`config.mk`:
```
export PLATFORM = sky130hd
export DESIGN_NAME = poly1305_block_accumulate_flat
export DESIGN_NICKNAME = d
export VERILOG_FILES = /design/src/sv/pba_pkg.sv /design/src/sv/pba_if.sv /design/src/sv/poly1305_block_accumulate.sv /design/src/sv/pba_mac_lane.sv /design/src/flat_wrapper.sv
export SDC_FILE = /design/constraint.sdc
export NUM_CORES = 2
export LEC_CHECK = 0
export BUFFER_PORTS_ARGS = -buffer_cell sky130_fd_sc_hd__buf_4
export CAP_MARGIN = 20
export CORE_ASPECT_RATIO = 0.8
export CORE_MARGIN = 3
export CORE_UTILIZATION = 40
export DETAILED_ROUTE_END_ITERATION = 16
export GPL_TIMING_DRIVEN = 1
export PLACE_DENSITY_LB_ADDON = 0.08
export REMOVE_ABC_BUFFERS = 1
export SETUP_SLACK_MARGIN = 0.02
export SYNTH_ARGS = -nofsm -noshare
export SYNTH_HDL_FRONTEND = slang
export SYNTH_HIERARCHICAL = 1
export SYNTH_SLANG_ARGS = --single-unit
export TNS_END_PERCENT = 50
```
`constraint.sdc`:
```
create_clock -name clock -period 16.6 [get_ports clock]
set_input_delay 3.32 -clock clock [delete_from_list [all_inputs] [get_ports clock]]
set_output_delay 3.32 -clock clock [all_outputs]
set_load 0.1 [all_outputs]
```
`src/sv/pba_pkg.sv`:
```
// Shared constants and types for the Poly1305 block accumulator.
`timescale 1ns / 1ps

package pba_pkg;

   localparam int NUM_LIMBS = 5;
   localparam int LIMB_W    = 26;
   localparam int HACC_W    = LIMB_W + 1;
   localparam int A_W       = HACC_W + 1;
   localparam int COEF_W    = LIMB_W + 3;
   localparam int LACC_W    = COEF_W + 3;
   localparam int D_W       = LACC_W + A_W;
   localparam int C_W       = D_W + 1 - LIMB_W;
   localparam int F_W       = C_W + 3;
   localparam int CNT_W     = $clog2(A_W);
   localparam int CSR_IDX_W = 3;

   typedef enum logic [CSR_IDX_W-1:0] {
      CSR_R_LIMB0,
      CSR_R_LIMB1,
      CSR_R_LIMB2,
      CSR_R_LIMB3,
      CSR_R_LIMB4
   } csr_index_type;

   typedef enum logic [2:0] {
      ST_IDLE,
      ST_MUL,
      ST_CHAIN,
      ST_FOLD,
      ST_CARRY,
      ST_DONE
   } state_type;

   typedef struct packed {
      logic clear;
      logic step;
      logic shift;
   } lane_ctl_type;

endpackage

```
`src/sv/pba_if.sv`:
```
// Request and response channel interfaces of the block accumulator.
`timescale 1ns / 1ps

interface pba_req_if;
   import pba_pkg::*;

   logic              valid;
   logic              ready;
   logic              mode;
   logic [LIMB_W-1:0] msg_limb0;
   logic [LIMB_W-1:0] msg_limb1;
   logic [LIMB_W-1:0] msg_limb2;
   logic [LIMB_W-1:0] msg_limb3;
   logic [LIMB_W-1:0] msg_limb4;

   modport source (
      output valid, mode, msg_limb0, msg_limb1, msg_limb2, msg_limb3, msg_limb4,
      input  ready
   );
   modport sink (
      input  valid, mode, msg_limb0, msg_limb1, msg_limb2, msg_limb3, msg_limb4,
      output ready
   );
endinterface

interface pba_rsp_if;
   import pba_pkg::*;

   logic              valid;
   logic              ready;
   logic [LIMB_W-1:0] acc_limb0;
   logic [HACC_W-1:0] acc_limb1;
   logic [LIMB_W-1:0] acc_limb2;
   logic [LIMB_W-1:0] acc_limb3;
   logic [LIMB_W-1:0] acc_limb4;

   modport source (
      output valid, acc_limb0, acc_limb1, acc_limb2, acc_limb3, acc_limb4,
      input  ready
   );
   modport sink (
      input  valid, acc_limb0, acc_limb1, acc_limb2, acc_limb3, acc_limb4,
      output ready
   );
endinterface

```
`src/sv/poly1305_block_accumulate.sv`:
```
// Poly1305 block accumulator: (h + m) * r mod 2^130-5 in 26-bit limbs, or m * r when mode is set.
// Steps after the accepting edge: bit-serial multiply, limb-serial carry chain,
//   fold, final carry, output load.
// A new block is accepted only in idle, after the previous result is loaded; the
//   pace is set by the bit-serial multiply over 28-bit summed limbs and carry chain.
// Reset (synchronous): accumulator and key r cleared, channels idle.
`timescale 1ns / 1ps

module poly1305_block_accumulate (
   input  logic                             clock,
   input  logic                             reset,
   pba_req_if.sink                          req_bus,
   pba_rsp_if.source                        rsp_bus,
   input  logic                             csr_we,
   input  logic [pba_pkg::CSR_IDX_W-1:0]    csr_index,
   input  logic [pba_pkg::LIMB_W-1:0]       csr_wdata
);
   import pba_pkg::*;

   state_type          state_ff, state_in;
   logic [CNT_W-1:0]   cnt_ff, cnt_in;
   logic               rsp_valid_ff, rsp_valid_in;

   logic [LIMB_W-1:0]  r_ff   [NUM_LIMBS];
   logic [COEF_W-1:0]  s_ff   [NUM_LIMBS];
   logic [HACC_W-1:0]  acc_ff [NUM_LIMBS];
   logic [A_W-1:0]     a_ff   [NUM_LIMBS];
   logic [HACC_W-1:0]  h_ff   [NUM_LIMBS];
   logic [HACC_W-1:0]  out_ff [NUM_LIMBS];
   logic [C_W-1:0]     c_ff;

   logic [LIMB_W-1:0]  msg    [NUM_LIMBS];
   logic [COEF_W-1:0]  coef   [NUM_LIMBS][NUM_LIMBS];
   logic [D_W-1:0]     lane_d [NUM_LIMBS + 1];
   logic [NUM_LIMBS-1:0] a_bits;
   logic [COEF_W-1:0]  s_wdata;
   logic [D_W:0]       chain_sum;
   logic [F_W-1:0]     fold_sum;
   logic               accept;
   logic               load_out;
   lane_ctl_type       lane_ctl;

   assign accept   = req_bus.valid && req_bus.ready;
   assign load_out = (state_ff == ST_DONE) && (!rsp_valid_ff || rsp_bus.ready);

   assign msg[0] = req_bus.msg_limb0;
   assign msg[1] = req_bus.msg_limb1;
   assign msg[2] = req_bus.msg_limb2;
   assign msg[3] = req_bus.msg_limb3;
   assign msg[4] = req_bus.msg_limb4;

   // ---------------- key registers ----------------
   assign s_wdata = (COEF_W'(csr_wdata) << 2) + COEF_W'(csr_wdata);

   always_ff @(posedge clock) begin
      if (reset) begin
         for (int k = 0; k < NUM_LIMBS; k++) begin
            r_ff[k] <= '0;
            s_ff[k] <= '0;
         end
      end else if (csr_we) begin
         case (csr_index)
            CSR_R_LIMB0: begin r_ff[0] <= csr_wdata; s_ff[0] <= s_wdata; end
            CSR_R_LIMB1: begin r_ff[1] <= csr_wdata; s_ff[1] <= s_wdata; end
            CSR_R_LIMB2: begin r_ff[2] <= csr_wdata; s_ff[2] <= s_wdata; end
            CSR_R_LIMB3: begin r_ff[3] <= csr_wdata; s_ff[3] <= s_wdata; end
            CSR_R_LIMB4: begin r_ff[4] <= csr_wdata; s_ff[4] <= s_wdata; end
            default: ;
         endcase
      end
   end

   // column j takes a[i]*r[j-i], wrapping to a[i]*5r[j-i+5]
   always_comb begin
      for (int j = 0; j < NUM_LIMBS; j++) begin
         for (int i = 0; i < NUM_LIMBS; i++) begin
            if (i <= j) begin
               coef[j][i] = COEF_W'(r_ff[j-i]);
            end else begin
               coef[j][i] = s_ff[j-i+NUM_LIMBS];
            end
         end
      end
   end

   // ---------------- control ----------------
   always_comb begin
      state_in = state_ff;
      case (state_ff)
         ST_IDLE:  if (accept) state_in = ST_MUL;
         ST_MUL:   if (cnt_ff == CNT_W'(A_W - 1)) state_in = ST_CHAIN;
         ST_CHAIN: if (cnt_ff == CNT_W'(NUM_LIMBS - 1)) state_in = ST_FOLD;
         ST_FOLD:  state_in = ST_CARRY;
         ST_CARRY: state_in = ST_DONE;
         ST_DONE:  if (load_out) state_in = ST_IDLE;
         default:  state_in = ST_IDLE;
      endcase
   end

   always_comb begin
      lane_ctl      = '0;
      cnt_in        = '0;
      req_bus.ready = 1'b0;
      case (state_ff)
         ST_IDLE: begin
            req_bus.ready  = 1'b1;
            lane_ctl.clear = accept;
         end
         ST_MUL: begin
            lane_ctl.step = 1'b1;
            cnt_in = (cnt_ff == CNT_W'(A_W - 1)) ? '0 : cnt_ff + 1'b1;
         end
         ST_CHAIN: begin
            lane_ctl.shift = 1'b1;
            cnt_in = (cnt_ff == CNT_W'(NUM_LIMBS - 1)) ? '0 : cnt_ff + 1'b1;
         end
         default: ;
      endcase
   end

   always_comb begin
      rsp_valid_in = rsp_valid_ff;
      if (load_out) begin
         rsp_valid_in = 1'b1;
      end else if (rsp_bus.ready) begin
         rsp_valid_in = 1'b0;
      end
   end

   always_ff @(posedge clock) begin
      if (reset) begin
         state_ff     <= ST_IDLE;
         cnt_ff       <= '0;
         rsp_valid_ff <= 1'b0;
         for (int k = 0; k < NUM_LIMBS; k++) begin
            acc_ff[k] <= '0;
         end
      end else begin
         state_ff     <= state_in;
         cnt_ff       <= cnt_in;
         rsp_valid_ff <= rsp_valid_in;
         if (load_out) begin
            for (int k = 0; k < NUM_LIMBS; k++) begin
               acc_ff[k] <= h_ff[k];
            end
         end
      end
   end

   // ---------------- multiply lanes ----------------
   always_comb begin
      for (int i = 0; i < NUM_LIMBS; i++) begin
         a_bits[i] = a_ff[i][0];
      end
   end

   assign lane_d[NUM_LIMBS] = '0;

   for (genvar j = 0; j < NUM_LIMBS; j++) begin : g_lane
      pba_mac_lane u_lane (
         .clock  (clock),
         .ctl    (lane_ctl),
         .a_bits (a_bits),
         .coef   (coef[j]),
         .d_in   (lane_d[j+1]),
         .d_out  (lane_d[j])
      );
   end

   // ---------------- datapath ----------------
   assign chain_sum = {1'b0, lane_d[0]} + (D_W + 1)'(c_ff);
   assign fold_sum  = F_W'(h_ff[0]) + F_W'(c_ff) + F_W'({c_ff, 2'b00});

   always_ff @(posedge clock) begin
      case (state_ff)
         ST_IDLE: begin
            if (accept) begin
               for (int i = 0; i < NUM_LIMBS; i++) begin
                  a_ff[i] <= (req_bus.mode ? '0 : A_W'(acc_ff[i])) + A_W'(msg[i]);
               end
               c_ff <= '0;
            end
         end
         ST_MUL: begin
            for (int i = 0; i < NUM_LIMBS; i++) begin
               a_ff[i] <= a_ff[i] >> 1;
            end
         end
         ST_CHAIN: begin
            for (int k = 0; k < NUM_LIMBS - 1; k++) begin
               h_ff[k] <= h_ff[k+1];
            end
            h_ff[NUM_LIMBS-1] <= HACC_W'(chain_sum[LIMB_W-1:0]);
            c_ff <= chain_sum[D_W:LIMB_W];
         end
         ST_FOLD: begin
            h_ff[0] <= HACC_W'(fold_sum[LIMB_W-1:0]);
            c_ff    <= C_W'(fold_sum[F_W-1:LIMB_W]);
         end
         ST_CARRY: begin
            h_ff[1] <= h_ff[1] + HACC_W'(c_ff);
         end
         ST_DONE: begin
            if (load_out) begin
               for (int k = 0; k < NUM_LIMBS; k++) begin
                  out_ff[k] <= h_ff[k];
               end
            end
         end
         default: ;
      endcase
   end

   assign rsp_bus.valid     = rsp_valid_ff;
   assign rsp_bus.acc_limb0 = out_ff[0][LIMB_W-1:0];
   assign rsp_bus.acc_limb1 = out_ff[1];
   assign rsp_bus.acc_limb2 = out_ff[2][LIMB_W-1:0];
   assign rsp_bus.acc_limb3 = out_ff[3][LIMB_W-1:0];
   assign rsp_bus.acc_limb4 = out_ff[4][LIMB_W-1:0];

   // ---------------- assertions ----------------
   a_rsp_from_done: assert property (@(posedge clock) disable iff (reset)
      $rose(rsp_valid_ff) |-> $past(state_ff) == ST_DONE)
      else $error("response beat raised outside completion");

   a_accept_starts_mul: assert property (@(posedge clock) disable iff (reset)
      accept |=> state_ff == ST_MUL && cnt_ff == '0)
      else $error("accepted beat did not start the multiply");

   a_mul_count: assert property (@(posedge clock) disable iff (reset)
      state_ff == ST_MUL |-> cnt_ff < CNT_W'(A_W))
      else $error("multiply beat count overran");

   a_acc_matches_out: assert property (@(posedge clock) disable iff (reset)
      load_out |=> acc_ff[1] == out_ff[1] && acc_ff[0] == out_ff[0])
      else $error("stored accumulator differs from delivered result");

endmodule

```
`src/sv/pba_mac_lane.sv`:
```
// Bit-serial multiply-accumulate lane producing one product column.
`timescale 1ns / 1ps

module pba_mac_lane (
   input  logic                                          clock,
   input  pba_pkg::lane_ctl_type                         ctl,
   input  logic [pba_pkg::NUM_LIMBS-1:0]                 a_bits,
   input  logic [pba_pkg::COEF_W-1:0]                    coef [pba_pkg::NUM_LIMBS],
   input  logic [pba_pkg::D_W-1:0]                       d_in,
   output logic [pba_pkg::D_W-1:0]                       d_out
);
   import pba_pkg::*;

   logic [LACC_W-1:0] acc_ff;
   logic [A_W-1:0]    low_ff;
   logic [LACC_W:0]   psum;
   logic [LACC_W:0]   total;

   // LSB first: one bit of each summed limb per cycle while ctl.step is set, low bits retire into low_ff
   always_comb begin
      psum = '0;
      for (int i = 0; i < NUM_LIMBS; i++) begin
         if (a_bits[i]) begin
            psum = psum + (LACC_W + 1)'(coef[i]);
         end
      end
      total = {1'b0, acc_ff} + psum;
   end

   always_ff @(posedge clock) begin
      if (ctl.clear) begin
         acc_ff <= '0;
      end else if (ctl.step) begin
         acc_ff <= total[LACC_W:1];
         low_ff <= {total[0], low_ff[A_W-1:1]};
      end else if (ctl.shift) begin
         {acc_ff, low_ff} <= d_in;
      end
   end

   assign d_out = {acc_ff, low_ff};

endmodule
```
`src/flat_wrapper.sv`:
```
// flat-port wrapper written by rule: the top's interface ports become plain ports
module poly1305_block_accumulate_flat import pba_pkg::*;
  (clock, reset, csr_we, csr_index, csr_wdata, req_bus_valid, req_bus_mode, req_bus_msg_limb0, req_bus_msg_limb1, req_bus_msg_limb2, req_bus_msg_limb3, req_bus_msg_limb4, req_bus_ready, rsp_bus_valid, rsp_bus_acc_limb0, rsp_bus_acc_limb1, rsp_bus_acc_limb2, rsp_bus_acc_limb3, rsp_bus_acc_limb4, rsp_bus_ready);
  pba_req_if req_bus_i ();
  pba_rsp_if rsp_bus_i ();
  input  logic clock;
  input  logic reset;
  input  logic csr_we;
  input  logic [pba_pkg::CSR_IDX_W-1:0] csr_index;
  input  logic [pba_pkg::LIMB_W-1:0] csr_wdata;
  input wire logic [$bits(req_bus_i.valid)-1:0] req_bus_valid;
  input wire logic [$bits(req_bus_i.mode)-1:0] req_bus_mode;
  input wire logic [$bits(req_bus_i.msg_limb0)-1:0] req_bus_msg_limb0;
  input wire logic [$bits(req_bus_i.msg_limb1)-1:0] req_bus_msg_limb1;
  input wire logic [$bits(req_bus_i.msg_limb2)-1:0] req_bus_msg_limb2;
  input wire logic [$bits(req_bus_i.msg_limb3)-1:0] req_bus_msg_limb3;
  input wire logic [$bits(req_bus_i.msg_limb4)-1:0] req_bus_msg_limb4;
  output wire logic [$bits(req_bus_i.ready)-1:0] req_bus_ready;
  output wire logic [$bits(rsp_bus_i.valid)-1:0] rsp_bus_valid;
  output wire logic [$bits(rsp_bus_i.acc_limb0)-1:0] rsp_bus_acc_limb0;
  output wire logic [$bits(rsp_bus_i.acc_limb1)-1:0] rsp_bus_acc_limb1;
  output wire logic [$bits(rsp_bus_i.acc_limb2)-1:0] rsp_bus_acc_limb2;
  output wire logic [$bits(rsp_bus_i.acc_limb3)-1:0] rsp_bus_acc_limb3;
  output wire logic [$bits(rsp_bus_i.acc_limb4)-1:0] rsp_bus_acc_limb4;
  input wire logic [$bits(rsp_bus_i.ready)-1:0] rsp_bus_ready;
  assign req_bus_i.valid = req_bus_valid;
  assign req_bus_i.mode = req_bus_mode;
  assign req_bus_i.msg_limb0 = req_bus_msg_limb0;
  assign req_bus_i.msg_limb1 = req_bus_msg_limb1;
  assign req_bus_i.msg_limb2 = req_bus_msg_limb2;
  assign req_bus_i.msg_limb3 = req_bus_msg_limb3;
  assign req_bus_i.msg_limb4 = req_bus_msg_limb4;
  assign req_bus_ready = req_bus_i.ready;
  assign rsp_bus_valid = rsp_bus_i.valid;
  assign rsp_bus_acc_limb0 = rsp_bus_i.acc_limb0;
  assign rsp_bus_acc_limb1 = rsp_bus_i.acc_limb1;
  assign rsp_bus_acc_limb2 = rsp_bus_i.acc_limb2;
  assign rsp_bus_acc_limb3 = rsp_bus_i.acc_limb3;
  assign rsp_bus_acc_limb4 = rsp_bus_i.acc_limb4;
  assign rsp_bus_i.ready = rsp_bus_ready;
  poly1305_block_accumulate u_core (.clock(clock), .reset(reset), .req_bus(req_bus_i), .rsp_bus(rsp_bus_i), .csr_we(csr_we), .csr_index(csr_index), .csr_wdata(csr_wdata));
endmodule
```
==> results.md <==
* # setup viols final at 0
* Die ar. at 267000 um^2
* Adder-cell share of the synthesized area at 13.7%
* DR pass1 iterations at 6
* HP Class: reg2reg
* Critical register-to-register path startpoint: u_core/a_ff[0][0]
* Final count of pins violating max slew at 0
* Mux share of post-synthesis cell area at 5.15%
* Seq cells post-synth at 1114
* F_max at 0.0739 GHz
* Inst Count DP at 15000
* Critical Path AT at 14160 ps
* Clk sink count at 1114
* Max Root-Sink Buffers at 4
* DR DRC count at 0
* Drt initial violations at 10800
* Layout cells sized above 1 at 10.7%
* Combinational family with the most area after synthesis: compound AO/OA/AOI/OAI gates
* Post-synthesis compound-gate area fraction at 23.8%
* Post-CTS setup buffer count at 0
* Simple-gate portion of the synthesized area at 15.6%
* Post-route ant nets at 0
* Synth Cell Area at 104000 um^2
* Most used DFF post-synth: edfxtp_1
* Hold Violations, Final at 0
* Seq/Total Area, Yosys at 30.5%
* Crit path max fanout at 54
* Crit start category: flip-flop
* # resized after CTS at 0
* Hold WS at 464 ps
* Slew headroom at 16.2%
* Vias in the first global route at 83100
* Worst-path clk slew at 60 ps
* # hold bufs at CTS at 0
* Detailed Route WL at 397000 um
* Asr flop ratio synth at 0%
* Hold Crit Start: u_core/cnt_ff[0]
* Worst Max-Slew Pin Slew at 1250 ps
* Total congestion overflow at 0
* Warnings, synthesis at 6
* Die H at 462 um
* Kind of critical path: reg2reg
* Antenna violations before repair at 23
* RSZ-0062 raised after global routing: false
* Drt via density at 6.03
* FP Rows at 166
* Mapped Cells at 11500
* EDFF count, synth at 944
* Core Area at 257000 um^2
* Largest net degree at the start of global routing at 135
* First-pass GRT wire length at 573000 um
* Routed WL per cell at 26.0 um
* Nets at 13000
* Status: complete, no violations
* Fin cells at 15300
* Cts bufs inserted at 145
* Worst setup path start: u_core/a_ff[0][0]
* Placer Congestion at 0.989
* Crit-path most repeated cell: a21oi_1
* Synth top area share at 27.2%
* Type of destination of the critical path: flip-flop
* I/O Pins at 298
* Top cells by area, synth: edfxtp_1, ha_1, a21oi_1
* Post-route minimum period at 13540 ps
* Die X at 576 um
* Fin crit share at 81.6%
* Fin Setup TNS at 0 ps
* Count leader, synth: a21oi_1
* CTS tree: done
* Post-synthesis average cell area at 9.04 um^2
* Clock Tree Root: clkbuf_16
* Slowest stage delay, CP at 830 ps
* Max_cap viols at 0
* Worst-skew pair later-pin latency at 830 ps
* IO buf count at 297
* Clock skew at 61.2 ps
* Dpl hpwl at 313000 um
* Netlist cell types at 145
* CP required at 17230 ps
* Initial Util at 40.5%
* Synth cell count leaders: a21oi_1, ha_1, edfxtp_1
* Via Count at 92300
* Layout area overhead at 10.4%
* Synth Area in XOR/XNOR at 7.86%
* H-tree levels at 4
* Yosys top cell by area: edfxtp_1
* GRT Total Usage at 28.5%
* CP max-delay cell: a2111oi_1
==> routing by layer <==
layer,vias up,GRT usage (%),share of wire [%]
li1,43300,-,-
met1,44800,47.4,52
met3,339,7.00,10
met5,-,0,0.0068
met4,4,4.41,1.6
met2,3879,36.0,36
==> kinds of logic (layout without fill, tap and decap cells) <==
family	after synthesis	in the layout
fa+ha+maj	1106	1106
mux	486	486
flops	1114	1114
compound gates	3724	3724
xor+xnor	930	930
other cells	1	126
simple gates	3285	3285
buf+inv	873	1081
==> flip-flops by register name, summed over array words and instances (netlist names), 3 cells and up <==
name                         flops
u_core/c_ff                     35
u_core/cnt_ff                    5
u_core/state_ff                  3
u_core/acc_ff                  132
u_core/out_ff                  131
u_core/a_ff                    137
u_core/h_ff                    132
u_core/g_lane.u_lane/acc_ff    160
u_core/r_ff                    130
u_core/s_ff                    108
u_core/g_lane.u_lane/low_ff    140
==> path summary, 6_finish.rpt <==
check                                       endpoint  slack [ps]  cells past startpoint
hold / removal                      u_core/cnt_ff[0]         460                      1
hold reg to reg                     u_core/cnt_ff[0]         460                      1
setup reg to reg  u_core/g_lane[1].u_lane/acc_ff[31]        3060                     49
setup / recovery  u_core/g_lane[1].u_lane/acc_ff[31]        3060                     49
==> worst max-delay path: cells and delay by family (launching register included) <==
kind,cells,cell delay [ps]
AND/OR/NAND/NOR,11,2050
buffers and inverters,3,850
adder cells (fa/ha/maj),6,2060
multiplexers,3,910
AO/OA/AOI/OAI,21,6200
XOR/XNOR,5,800
flip-flops,1,450
==> through the flow <==
step / setup WS (ps) / cell area, um^2 / util, %
6_report: 3060 / 115000 / 44.7
2_1_floorplan: -200 / 103000 / -
3_3_place_gp: 3790 / 110000 / 42.8
4_1_cts: 3460 / 115000 / 44.6
3_5_place_dp: 3520 / 110000 / 42.8
5_1_grt: 2430 / 115000 / 44.7
==> placed cells by master, fill, tap and decap left out, types with 162 or more instances in the layout <==
cell type	netlist	routed
nor2b_1	325	325
nand3_1	214	214
xnor2_1	534	534
and2_1	272	271
ha_1	1037	1037
a21oi_1	1074	1074
dfxtp_1	170	169
mux2_2	370	370
a21o_1	475	475
nor2_1	894	887
xor2_1	392	392
buf_4	15	415
a211oi_1	351	351
o21a_1	162	162
edfxtp_1	944	944
nand2_1	818	815
o21ai_0	600	597
inv_1	388	386
==> area by class of cell <==
type                            instances  area (um^2)
Antenna cell                           18         45.0
Clock buffer                          174         3820
Clock inverter                         75          827
Fill cell                           25000       142000
Inverter                              404         1530
Multi-Input combinational cell       9639        69400
Sequential cell                      1114        31800
Tap cell                             3444         4310
Timing Repair Buffer                  428         3310
Power is left out: the tool's default activity adds up to more than one toggle a clock period on the data nets, which glitch-free logic cannot reach.
